--- src/rtl/core/smc_pkg.sv ---
// Shared sizes, selector codes and controller/datapath interface types for the string matcher.
package smc_pkg;

    // Buffer depth of each of the text and pattern stores
    localparam int MAX_LEN = 128;
    localparam int ADDR_W  = $clog2(MAX_LEN);
    localparam int CNT_W   = $clog2(MAX_LEN + 1);

    // Selector codes carried on the input tuser
    localparam logic [1:0] FUNC_PAT    = 2'd0;
    localparam logic [1:0] FUNC_TXT    = 2'd1;
    localparam logic [1:0] FUNC_FINISH = 2'd2;

    // Commands from the controller to the datapath
    typedef struct packed {
        logic load_pat;
        logic load_txt;
        logic start;
        logic pal_clr;
        logic srch_init;
        logic inc_i;
        logic next_start;
        logic found_set;
        logic found_clr;
        logic result_load;
    } smc_cmd_t;

    // Status from the datapath to the controller
    typedef struct packed {
        logic pal_done;
        logic pal_mis;
        logic srch_mis;
        logic pat_empty;
        logic pat_long;
        logic k_last;
        logic start_last;
        logic out_busy;
    } smc_sts_t;

endpackage

--- src/rtl/core/smc_datapath.sv ---
// Datapath of the string matcher: byte stores, counters, index registers and result register.
module smc_datapath
(
    input  logic                clk,
    input  logic                rst_n,
    input  smc_pkg::smc_cmd_t   cmd,
    output smc_pkg::smc_sts_t   sts,
    input  logic [7:0]          char_code,
    output logic                out_valid,
    input  logic                out_ready,
    output logic [15:0]         out_data
);

    logic [7:0]                 text_mem [smc_pkg::MAX_LEN];
    logic [7:0]                 pat_mem  [smc_pkg::MAX_LEN];

    logic [smc_pkg::CNT_W-1:0]  tc_reg, tc_next;
    logic [smc_pkg::CNT_W-1:0]  pc_reg, pc_next;
    logic                       dropped_reg, dropped_next;
    logic [smc_pkg::CNT_W-1:0]  i_reg, i_next;
    logic [smc_pkg::CNT_W-1:0]  start_reg, start_next;
    logic                       pal_reg, pal_next;
    logic                       found_reg, found_next;
    logic                       out_valid_reg, out_valid_next;
    logic [15:0]                out_data_reg, out_data_next;

    logic [7:0]                 ta_reg, tb_reg, pd_reg;
    logic [smc_pkg::CNT_W-1:0]  addr_a, addr_b;
    logic                       tc_full, pc_full;

    // Read addresses: port A walks start+i, port B walks the text from its tail
    assign addr_a  = start_reg + i_reg;
    assign addr_b  = tc_reg - {{(smc_pkg::CNT_W-1){1'b0}}, 1'b1} - i_reg;
    assign tc_full = (tc_reg == smc_pkg::CNT_W'(smc_pkg::MAX_LEN));
    assign pc_full = (pc_reg == smc_pkg::CNT_W'(smc_pkg::MAX_LEN));

    // Text store: one write port, two registered read ports
    always_ff @(posedge clk)
    begin
        if (cmd.load_txt && !tc_full)
        begin
            text_mem[tc_reg[smc_pkg::ADDR_W-1:0]] <= char_code;
        end
        ta_reg <= text_mem[addr_a[smc_pkg::ADDR_W-1:0]];
        tb_reg <= text_mem[addr_b[smc_pkg::ADDR_W-1:0]];
    end

    // Pattern store: one write port, one registered read port
    always_ff @(posedge clk)
    begin
        if (cmd.load_pat && !pc_full)
        begin
            pat_mem[pc_reg[smc_pkg::ADDR_W-1:0]] <= char_code;
        end
        pd_reg <= pat_mem[i_reg[smc_pkg::ADDR_W-1:0]];
    end

    // Status toward the controller
    assign sts.pal_done   = (i_reg >= (tc_reg >> 1));
    assign sts.pal_mis    = (ta_reg != tb_reg);
    assign sts.srch_mis   = (ta_reg != pd_reg);
    assign sts.pat_empty  = (pc_reg == '0);
    assign sts.pat_long   = (pc_reg > tc_reg);
    assign sts.k_last     = (i_reg == pc_reg - {{(smc_pkg::CNT_W-1){1'b0}}, 1'b1});
    assign sts.start_last = (start_reg == tc_reg - pc_reg);
    assign sts.out_busy   = out_valid_reg && !out_ready;

    // Next-state logic for counters, indices, flags and the result beat
    always_comb
    begin
        tc_next        = tc_reg;
        pc_next        = pc_reg;
        dropped_next   = dropped_reg;
        i_next         = i_reg;
        start_next     = start_reg;
        pal_next       = pal_reg;
        found_next     = found_reg;
        out_valid_next = out_valid_reg;
        out_data_next  = out_data_reg;

        if (out_valid_reg && out_ready)
        begin
            out_valid_next = 1'b0;
        end

        if (cmd.load_txt)
        begin
            if (tc_full)
            begin
                dropped_next = 1'b1;
            end
            else
            begin
                tc_next = tc_reg + {{(smc_pkg::CNT_W-1){1'b0}}, 1'b1};
            end
        end

        if (cmd.load_pat)
        begin
            if (pc_full)
            begin
                dropped_next = 1'b1;
            end
            else
            begin
                pc_next = pc_reg + {{(smc_pkg::CNT_W-1){1'b0}}, 1'b1};
            end
        end

        if (cmd.start || cmd.srch_init)
        begin
            i_next     = '0;
            start_next = '0;
        end
        if (cmd.start)
        begin
            pal_next = 1'b1;
        end
        if (cmd.pal_clr)
        begin
            pal_next = 1'b0;
        end
        if (cmd.inc_i)
        begin
            i_next = i_reg + {{(smc_pkg::CNT_W-1){1'b0}}, 1'b1};
        end
        if (cmd.next_start)
        begin
            i_next     = '0;
            start_next = start_reg + {{(smc_pkg::CNT_W-1){1'b0}}, 1'b1};
        end
        if (cmd.found_set)
        begin
            found_next = 1'b1;
        end
        if (cmd.found_clr)
        begin
            found_next = 1'b0;
        end

        // Result: equality is a full-length match at the only start position
        if (cmd.result_load)
        begin
            out_valid_next = 1'b1;
            out_data_next  = {4'b0000, dropped_reg, found_reg,
                              found_reg && (tc_reg == pc_reg), pal_reg, 8'(tc_reg)};
            tc_next        = '0;
            pc_next        = '0;
            dropped_next   = 1'b0;
        end
    end

    // Control registers
    always_ff @(posedge clk or negedge rst_n)
    begin
        if (!rst_n)
        begin
            tc_reg        <= '0;
            pc_reg        <= '0;
            dropped_reg   <= 1'b0;
            out_valid_reg <= 1'b0;
        end
        else
        begin
            tc_reg        <= tc_next;
            pc_reg        <= pc_next;
            dropped_reg   <= dropped_next;
            out_valid_reg <= out_valid_next;
        end
    end

    // Working and payload registers
    always_ff @(posedge clk)
    begin
        i_reg        <= i_next;
        start_reg    <= start_next;
        pal_reg      <= pal_next;
        found_reg    <= found_next;
        out_data_reg <= out_data_next;
    end

    assign out_valid = out_valid_reg;
    assign out_data  = out_data_reg;

endmodule

--- src/rtl/core/smc_controller.sv ---
// Controller state machine of the string matcher: loading, palindrome walk, naive search.
module smc_controller
(
    input  logic                clk,
    input  logic                rst_n,
    input  logic                in_valid,
    output logic                in_ready,
    input  logic [1:0]          func,
    input  smc_pkg::smc_sts_t   sts,
    output smc_pkg::smc_cmd_t   cmd
);

    typedef enum logic [6:0] {
        ST_IDLE     = 7'b0000001,
        ST_PAL_RD   = 7'b0000010,
        ST_PAL_CMP  = 7'b0000100,
        ST_SRCH_CHK = 7'b0001000,
        ST_SRCH_RD  = 7'b0010000,
        ST_SRCH_CMP = 7'b0100000,
        ST_RESULT   = 7'b1000000
    } smc_state_t;

    smc_state_t state_reg, state_next;

    assign in_ready = (state_reg == ST_IDLE);

    // Next state and commands
    always_comb
    begin
        state_next = state_reg;
        cmd        = '0;
        case (state_reg)
            ST_IDLE:
            begin
                if (in_valid)
                begin
                    case (func)
                        smc_pkg::FUNC_PAT:    cmd.load_pat = 1'b1;
                        smc_pkg::FUNC_TXT:    cmd.load_txt = 1'b1;
                        smc_pkg::FUNC_FINISH:
                        begin
                            cmd.start  = 1'b1;
                            state_next = ST_PAL_RD;
                        end
                        default: ;
                    endcase
                end
            end
            ST_PAL_RD:
            begin
                if (sts.pal_done)
                begin
                    cmd.srch_init = 1'b1;
                    state_next    = ST_SRCH_CHK;
                end
                else
                begin
                    state_next = ST_PAL_CMP;
                end
            end
            ST_PAL_CMP:
            begin
                if (sts.pal_mis)
                begin
                    cmd.pal_clr   = 1'b1;
                    cmd.srch_init = 1'b1;
                    state_next    = ST_SRCH_CHK;
                end
                else
                begin
                    cmd.inc_i  = 1'b1;
                    state_next = ST_PAL_RD;
                end
            end
            ST_SRCH_CHK:
            begin
                if (sts.pat_empty)
                begin
                    cmd.found_set = 1'b1;
                    state_next    = ST_RESULT;
                end
                else if (sts.pat_long)
                begin
                    cmd.found_clr = 1'b1;
                    state_next    = ST_RESULT;
                end
                else
                begin
                    state_next = ST_SRCH_RD;
                end
            end
            ST_SRCH_RD:
            begin
                state_next = ST_SRCH_CMP;
            end
            ST_SRCH_CMP:
            begin
                if (sts.srch_mis)
                begin
                    if (sts.start_last)
                    begin
                        cmd.found_clr = 1'b1;
                        state_next    = ST_RESULT;
                    end
                    else
                    begin
                        cmd.next_start = 1'b1;
                        state_next     = ST_SRCH_RD;
                    end
                end
                else if (sts.k_last)
                begin
                    cmd.found_set = 1'b1;
                    state_next    = ST_RESULT;
                end
                else
                begin
                    cmd.inc_i  = 1'b1;
                    state_next = ST_SRCH_RD;
                end
            end
            ST_RESULT:
            begin
                if (!sts.out_busy)
                begin
                    cmd.result_load = 1'b1;
                    state_next      = ST_IDLE;
                end
            end
            default:
            begin
                state_next = ST_IDLE;
            end
        endcase
    end

    // State register
    always_ff @(posedge clk or negedge rst_n)
    begin
        if (!rst_n)
        begin
            state_reg <= ST_IDLE;
        end
        else
        begin
            state_reg <= state_next;
        end
    end

    // A result never overwrites a beat still waiting at the output
    a_no_overwrite: assert property (@(posedge clk) disable iff (!rst_n)
        cmd.result_load |-> !sts.out_busy)
        else $error("result loaded while output stalled");

    // Every search compare follows its read cycle
    a_cmp_after_rd: assert property (@(posedge clk) disable iff (!rst_n)
        (state_reg == ST_SRCH_CMP) |-> ($past(state_reg) == ST_SRCH_RD))
        else $error("search compare without preceding read");

    // A finish beat always leaves idle
    a_finish_busy: assert property (@(posedge clk) disable iff (!rst_n)
        (in_valid && in_ready && func == smc_pkg::FUNC_FINISH) |=> (state_reg != ST_IDLE))
        else $error("finish beat did not start the compare");

    // The found flag is never set and cleared together
    a_found_excl: assert property (@(posedge clk) disable iff (!rst_n)
        !(cmd.found_set && cmd.found_clr))
        else $error("conflicting found commands");

endmodule

--- src/rtl/core/string_match_compare.sv ---
// Top level of the string matcher: stream ports around the controller and the datapath.
//
// Usage: the input stream carries one beat per character. tuser selects the
// action (append to pattern, append to text, finish); tdata holds the byte.
// Append beats are taken one per cycle while the controller is idle and give
// no output. Bytes beyond the buffer depth of either store are dropped and
// flagged as overflow. A finish beat walks the text from both ends for the
// palindrome check, then runs the naive search; each byte compare is a
// registered memory read, then a compare. No input beat is taken meanwhile.
// The result goes to an output register; appends are taken while it waits.
// If the receiver stalls, the next finish holds in its last step until the
// pending beat is taken. Reset empties both buffers, clears the overflow flag
// and drops any pending result.
module string_match_compare
(
    input  logic        clk,
    input  logic        rst_n,
    input  logic        s_axis_tvalid,
    output logic        s_axis_tready,
    input  logic [7:0]  s_axis_tdata,   // [7:0] char_code
    input  logic [1:0]  s_axis_tuser,   // [1:0] func
    output logic        m_axis_tvalid,
    input  logic        m_axis_tready,
    output logic [15:0] m_axis_tdata    // [7:0] text_len, [8] palindrome_flag,
                                        // [9] equal_flag, [10] found_flag,
                                        // [11] overflow_flag, [15:12] zero
);

    smc_pkg::smc_cmd_t cmd;
    smc_pkg::smc_sts_t sts;

    // Sequencing
    smc_controller u_ctrl
    (
        .clk      (clk),
        .rst_n    (rst_n),
        .in_valid (s_axis_tvalid),
        .in_ready (s_axis_tready),
        .func     (s_axis_tuser),
        .sts      (sts),
        .cmd      (cmd)
    );

    // Stores and compare logic
    smc_datapath u_dp
    (
        .clk       (clk),
        .rst_n     (rst_n),
        .cmd       (cmd),
        .sts       (sts),
        .char_code (s_axis_tdata),
        .out_valid (m_axis_tvalid),
        .out_ready (m_axis_tready),
        .out_data  (m_axis_tdata)
    );

endmodule

--- config.mk ---
export PLATFORM = sky130hd
export DESIGN_NAME = string_match_compare
export DESIGN_NICKNAME = d
export VERILOG_FILES = /design/src/rtl/core/smc_pkg.sv /design/src/rtl/core/smc_datapath.sv /design/src/rtl/core/smc_controller.sv /design/src/rtl/core/string_match_compare.sv
export SDC_FILE = /design/constraint.sdc
export NUM_CORES = 2
export LEC_CHECK = 0
export BUFFER_PORTS_ARGS = -buffer_cell sky130_fd_sc_hd__buf_2
export CAP_MARGIN = 40
export CORE_MARGIN = 2
export CORE_UTILIZATION = 45
export DETAILED_ROUTE_END_ITERATION = 6
export PLACE_DENSITY_LB_ADDON = 0.3
export SYNTH_ARGS = -nofsm -noshare
export SYNTH_HDL_FRONTEND = slang
export SYNTH_HIERARCHICAL = 1
export SYNTH_SLANG_ARGS = --single-unit
--- constraint.sdc ---
create_clock -name clk -period 4 [get_ports clk]
set_input_delay 0.4 -clock clk [delete_from_list [all_inputs] [get_ports clk]]
set_output_delay 0.4 -clock clk [all_outputs]
set_load 0.05 [all_outputs]
-- After elaboration in Yosys (flattened, before gate mapping)
Memory sizes are Yosys's and may differ from the RTL's. A register that Yosys moved wholly into a read port is not among the register bits.
Cells that the tools add are included.
- shifts and indexed selects: 0
- add/subtract/negate cells: 9
- order comparisons: 2
- muxes and demuxes: 57
- divide/modulo/power cells: 0
- reduce and logical (&&, ||, !) cells: 19
- equal/unequal tests: 21
- bitwise logic cells: 0
- $mul: 0
- operators with widths (cell ; count):
    $mux W8 ; 9
    $mux W7 ; 8
    $pmux W7 S7 ; 1
    $add A8 B1 Y8 const B ; 4
    $mux W1 ; 31
    $eq A8 B8 Y1 ; 3
    $eq A8 B8 Y1 const B ; 2
    $ne A8 B8 Y1 ; 2
    $reduce_bool A2 Y1 ; 5
    $ge A8 B7 Y1 ; 1
    $gt A8 B8 Y1 ; 1
    $logic_not A8 Y1 ; 1
    $mux W4 ; 2
    $ne A2 B2 Y1 const B ; 4
    $sub A8 B1 Y8 const B ; 1
    $sub A8 B8 Y8 ; 1
    $add A7 B7 Y7 ; 1
    $eq A7 B1 Y1 const B ; 1
    $eq A7 B2 Y1 const B ; 1
    $eq A7 B3 Y1 const B ; 1
    $eq A7 B4 Y1 const B ; 1
    $eq A7 B5 Y1 const B ; 1
    $eq A7 B6 Y1 const B ; 1
    $eq A7 B7 Y1 const B ; 1
    other kinds (15) ; 24
- memory bits (writable): 2048
- bits in registers: 55
- word-level logic and storage cells: 120
- memory bits (read-only): 0
- memories: 2
- latch bits: 0
- output and inout bits: 18
- memory list (name ; words ; width ; rd ports ; clocked after memory_dff ; wr ports ; line ; source):
    u_dp.pat_mem ; 128 ; 8 ; 1 ; 1 ; 1 ; smc_datapath.sv:15 ; logic [7:0] pat_mem [smc_pkg::MAX_LEN];
    u_dp.text_mem ; 128 ; 8 ; 2 ; 2 ; 1 ; smc_datapath.sv:14 ; logic [7:0] text_mem [smc_pkg::MAX_LEN];

-- Logic depth before layout (Yosys ltp)
- depth after elaboration: 8
- gate-level depth with buffers: 19
- gate-level depth less buffers: 15

-- By module
The synthesis kept the hierarchy.
- by module, submodules not included (module ; area each (sq um) ; cells each ; times used ; seq. area each (sq um)):
    smc_datapath ; 91400.2 ; 4399 ; 1 ; 63230.6
    smc_controller ; 538.0 ; 58 ; 1 ; 176.4

-- Worst setup path before layout
Ideal clock, no wire load.
- path type: reg2reg
- start point: reg u_dp/i_reg[0] (netlist bit)
- end point: reg u_dp.tb_reg[1], read port of u_dp.text_mem
- path slack: -215 ps
- required time: 3879 ps
- arrival: 4095 ps
- buffers on the path: 6
- cell stages (with the launch flop): 15
- path through: dfxtp_1 buf_2 buf_6 clkbuf_1 buf_2 inv_1 ha_1 fa_1 buf_1 buf_1 mux4_2 a211oi_1 a31oi_1 mux4_2 mux2_2
- cells in the longest elaborated chain, start to end: 1
- ends and longest elaborated chain (element ; line ; source):
    start: declaration ; smc_datapath.sv:20 ; logic [smc_pkg::CNT_W-1:0] i_reg, i_next;
    start signal: assignment ; smc_datapath.sv:175 ; i_reg <= i_next;
    $sub A7 B7 Y7 ; smc_datapath.sv:33 ; assign addr_b = tc_reg - {{(smc_pkg::CNT_W-1){1'b0}}, 1'b1} - i_reg;
    end: declaration ; smc_datapath.sv:27 ; logic [7:0] ta_reg, tb_reg, pd_reg;
No other way between the ends.
A chain may end at the register's enable or synchronous reset.

-- Worst setup path after layout
- start point: reg u_dp/i_reg[0] (netlist bit)
- end point: reg u_dp.tb_reg[4], read port of u_dp.text_mem
Same word-level chain as after synthesis.

==> flow_summary.yaml <==
synthesis:
  synth_area_leaders: "edfxtp_1 (68%), mux4_2 (23%), nor2_1 (1.3%)"
  synth.avg_cell_area_um2: 20.6
  synth_top_cell_by_area: "edfxtp_1"
  synth_commonest_cells: "edfxtp_1 (2,068), mux4_2 (923), nor2_1 (317), nand2_1 (210), clkbuf_1 (142)"
  yosysWarnings: 6
  synth-edff-count: 2068
  synth-seq-area-share_pct: 69.0
  synth-seq-cells: 2127
  netlist_area_mm2: 0.0919
  yosysMostFrequentCell: "edfxtp_1"
  synth_ff_type: "edfxtp_1"
  synth.top_cell.area_share_pct: 67.5
  synth_cell_types: 74
  syn_inst: 4457
  synthArstFlopShare_pct: 1.18
timing:
  setup_violations: 0
  clock.fmax_ghz: 0.259
  max_slew_margin_pct: 25.8
  final-hold-violation-count: 0
  finClkSkew_ns: 0.0342
  period_needed_ns: 3.87
  final_max_slew_viol_count: 0
  grt_setup_unrepaired: "false"
  worst_slew_pin_slew_ns: 1.11
  setup_ws_ns: 0.132
  setup_tns_ns: 0
  fin_crit_sh_pct: 96.7
worst_setup_path:
  required_ns: 4.73
  crit_arrival_ns: 4.60
  rrSetupSlack_ns: 0.13
  worstReg2RegEnd: "u_dp/tb_reg[4]"
  critical_path.startpoint_type: "flop"
  crit_path_max_fanout: 42
  crit_path_max_incr_delay_ns: 0.78
  cp_cell_sequence: "inv_1, ha_4, fa_4, buf_4, buf_12, mux4_2, nand2_1, a21oi_1, a21oi_1, mux4_2, mux2i_1"
  slowest_stage: "fa_4"
  r2r_cells: 11
  path_class: "flop to flop"
  critPathCaptureType: "flop"
  r2r-start: "u_dp/i_reg[0]"
die:
  die_w_um: 456
  die_h_um: 456
  start_util_pct: 45.4
  dieArea_mm2: 0.208
  fp-row-count: 165
  core_region_area_mm2: 0.203
  io_pins: 32
cells_and_area:
  area_delta_synth_final_pct: 14.2
  nets: 4877
  drive_gt1_share_pct: 34.0
global_route:
  grt_max_degree: 150
  antenna_found_initial: 6
  grt_pass1_wl_mm: 351
  grt_pass1_vias: 48700
  track_usage_pct: 23.2
  grt-ovfl-total: 0
placement:
  hpwl_mm: 155
  gp_routability_congestion: 0.866
  dp_slack_ns: 0.245
  io_buffers: 27
pwr:
  seq_power_share_pct: 37.9
  p_int_mw: 44.7
  power_density_mw_per_mm2: 625
  p_leak_nw: 33.2
  combPwrFrac_pct: 32.7
  switchingPower_mw: 21.0
  power.total_mw: 65.6
  clkPwrFrac_pct: 29.3
  p_sw_share_pct: 32.0
  ir_drop_v: 0.00101
clocking:
  cts_resized: 0
  cts_tree: "yes"
  clkSinkCount: 2127
  cts_max_level: 4
  cts_made_buffers: 203
  clkTransAtPathRegs_ns: 0.06
  clock_latency_ns: 0.86
  cts_root_buf: "clkbuf_16"
  hold_buffers: 3
  cts_setup_buffers: 0
  clock_path_buffers: 3
routing:
  avgViaCountPerCell: 6.37
  drt-initial-drc-count: 6515
  drc: 0
  wl_per_cell_um: 31.7
  ant_nets: 0
  dr.pass1.iters: 5
  dr_total_vias: 48900
  wl_mm: 243
flow_run:
  cap_violations: 0
min_path:
  hp-start: "m_axis_tready"
  holdPathEnd: "u_dp/out_valid"
  min_delay_path_depth: 3
  holdCritPathClass: "input pin to flop"
run_status:
  status: "finished clean"
-- worst max-delay path: cells and delay by family, from the launching register on --
family / cells / cell delay, ns
adders and majority gates: 2 / 0.96
muxes: 3 / 0.93
AOI/OAI and AO/OA: 2 / 0.65
buffers and inverters: 3 / 0.64
DFF: 1 / 0.43
and+or+nand+nor: 1 / 0.09
-- power by group through the flow --
| stage | clock [mW] | sequential, mW | combinational (mW) |
|---|---|---|---|
| floorplan | 0 | 25.2 | 12.8 |
| finish | 19.3 | 24.9 | 21.5 |
| global route | 20.4 | 24.9 | 22.3 |
| global placement | 0 | 25.3 | 21.1 |
| detailed placement | 0 | 25.4 | 21.3 |
| CTS | 19.5 | 24.9 | 21.4 |
-- final cells by class --
| type | instances | area, um^2 |
|---|---|---|
| Fill cell | 15600 | 97600 |
| Sequential cell | 2127 | 63400 |
| Multi-Input combinational cell | 2015 | 27300 |
| Clock buffer | 236 | 5250 |
| Timing Repair Buffer | 445 | 4140 |
| Tap cell | 2672 | 3340 |
| Clock inverter | 136 | 1390 |
| Inverter | 35 | 134 |
| Antenna cell | 2 | 5.00 |
-- how the worst max path moves through the flow --
stage / from / end / slack (ns) / cells past startpoint
6_report: u_dp/i_reg[0] / u_dp/tb_reg[4] / 0.13 / 11
5_1_grt: u_dp/i_reg[0] / u_dp/tb_reg[5] / 0.09 / 12
4_1_cts: u_dp/i_reg[0] / u_dp/tb_reg[1] / 0.21 / 10
3_5_place_dp: u_dp/i_reg[0] / u_dp/tb_reg[5] / 0.24 / 12
3_3_place_gp: u_dp/i_reg[0] / u_dp/tb_reg[1] / 0.26 / 10
2_1_floorplan: u_dp/i_reg[0] / u_dp/tb_reg[5] / 0.02 / 13
-- placed cells by master, fill, tap and decap left out, types with 28 or more instances in the layout --
| master | netlist | routed |
|---|---|---|
| edfxtp_1 | 2068 | 2068 |
| mux4_2 | 923 | 923 |
| buf_4 | 9 | 353 |
| nor2_1 | 317 | 317 |
| nand2_1 | 210 | 209 |
| clkbuf_16 | 0 | 204 |
| mux2i_1 | 63 | 63 |
| clkinv_1 | 3 | 61 |
| buf_12 | 0 | 56 |
| a21oi_1 | 54 | 54 |
| nand3_1 | 37 | 37 |
| xnor2_1 | 41 | 35 |
| clkinv_2 | 0 | 33 |
| inv_1 | 32 | 32 |
| ha_1 | 33 | 31 |
| clkbuf_1 | 142 | 30 |
| dfxtp_1 | 34 | 30 |
| a31oi_1 | 28 | 28 |
| a211oi_1 | 28 | 28 |
| xor2_1 | 29 | 28 |
-- metrics by stage --
step	std cells	util (%)	area, um^2	hold WS, ns
after global placement	7279	48.4	98100	0.445
after global routing	7666	51.8	105000	0.0729
after floorplan	4460	-	92000	0.104
final	7668	51.8	105000	0.112
after detailed placement	7288	48.5	98200	0.455
after CTS	7663	51.8	105000	0.0555
-- cells by family (layout without fill, tap and decap cells) --
kind of cell	after synthesis	count (layout)	synth area share (%)
adder cells (fa/ha/maj)	36	36	0.514
buffers and inverters	318	852	1.51
other	1	6	0.00408
XOR/XNOR	70	70	0.667
AO/OA/AOI/OAI	190	190	1.41
multiplexers	1009	1009	23.6
AND/OR/NAND/NOR	706	706	3.35
flip-flops	2127	2127	69.0
-- per-layer routing --
layer  GRT usage [%]  share of wire [%]
met4            7.13                3.2
met1            32.2                 39
met3            4.76                9.2
met2            37.3                 49
met5               0              0.033
Power figures use the tool's default switching activity.
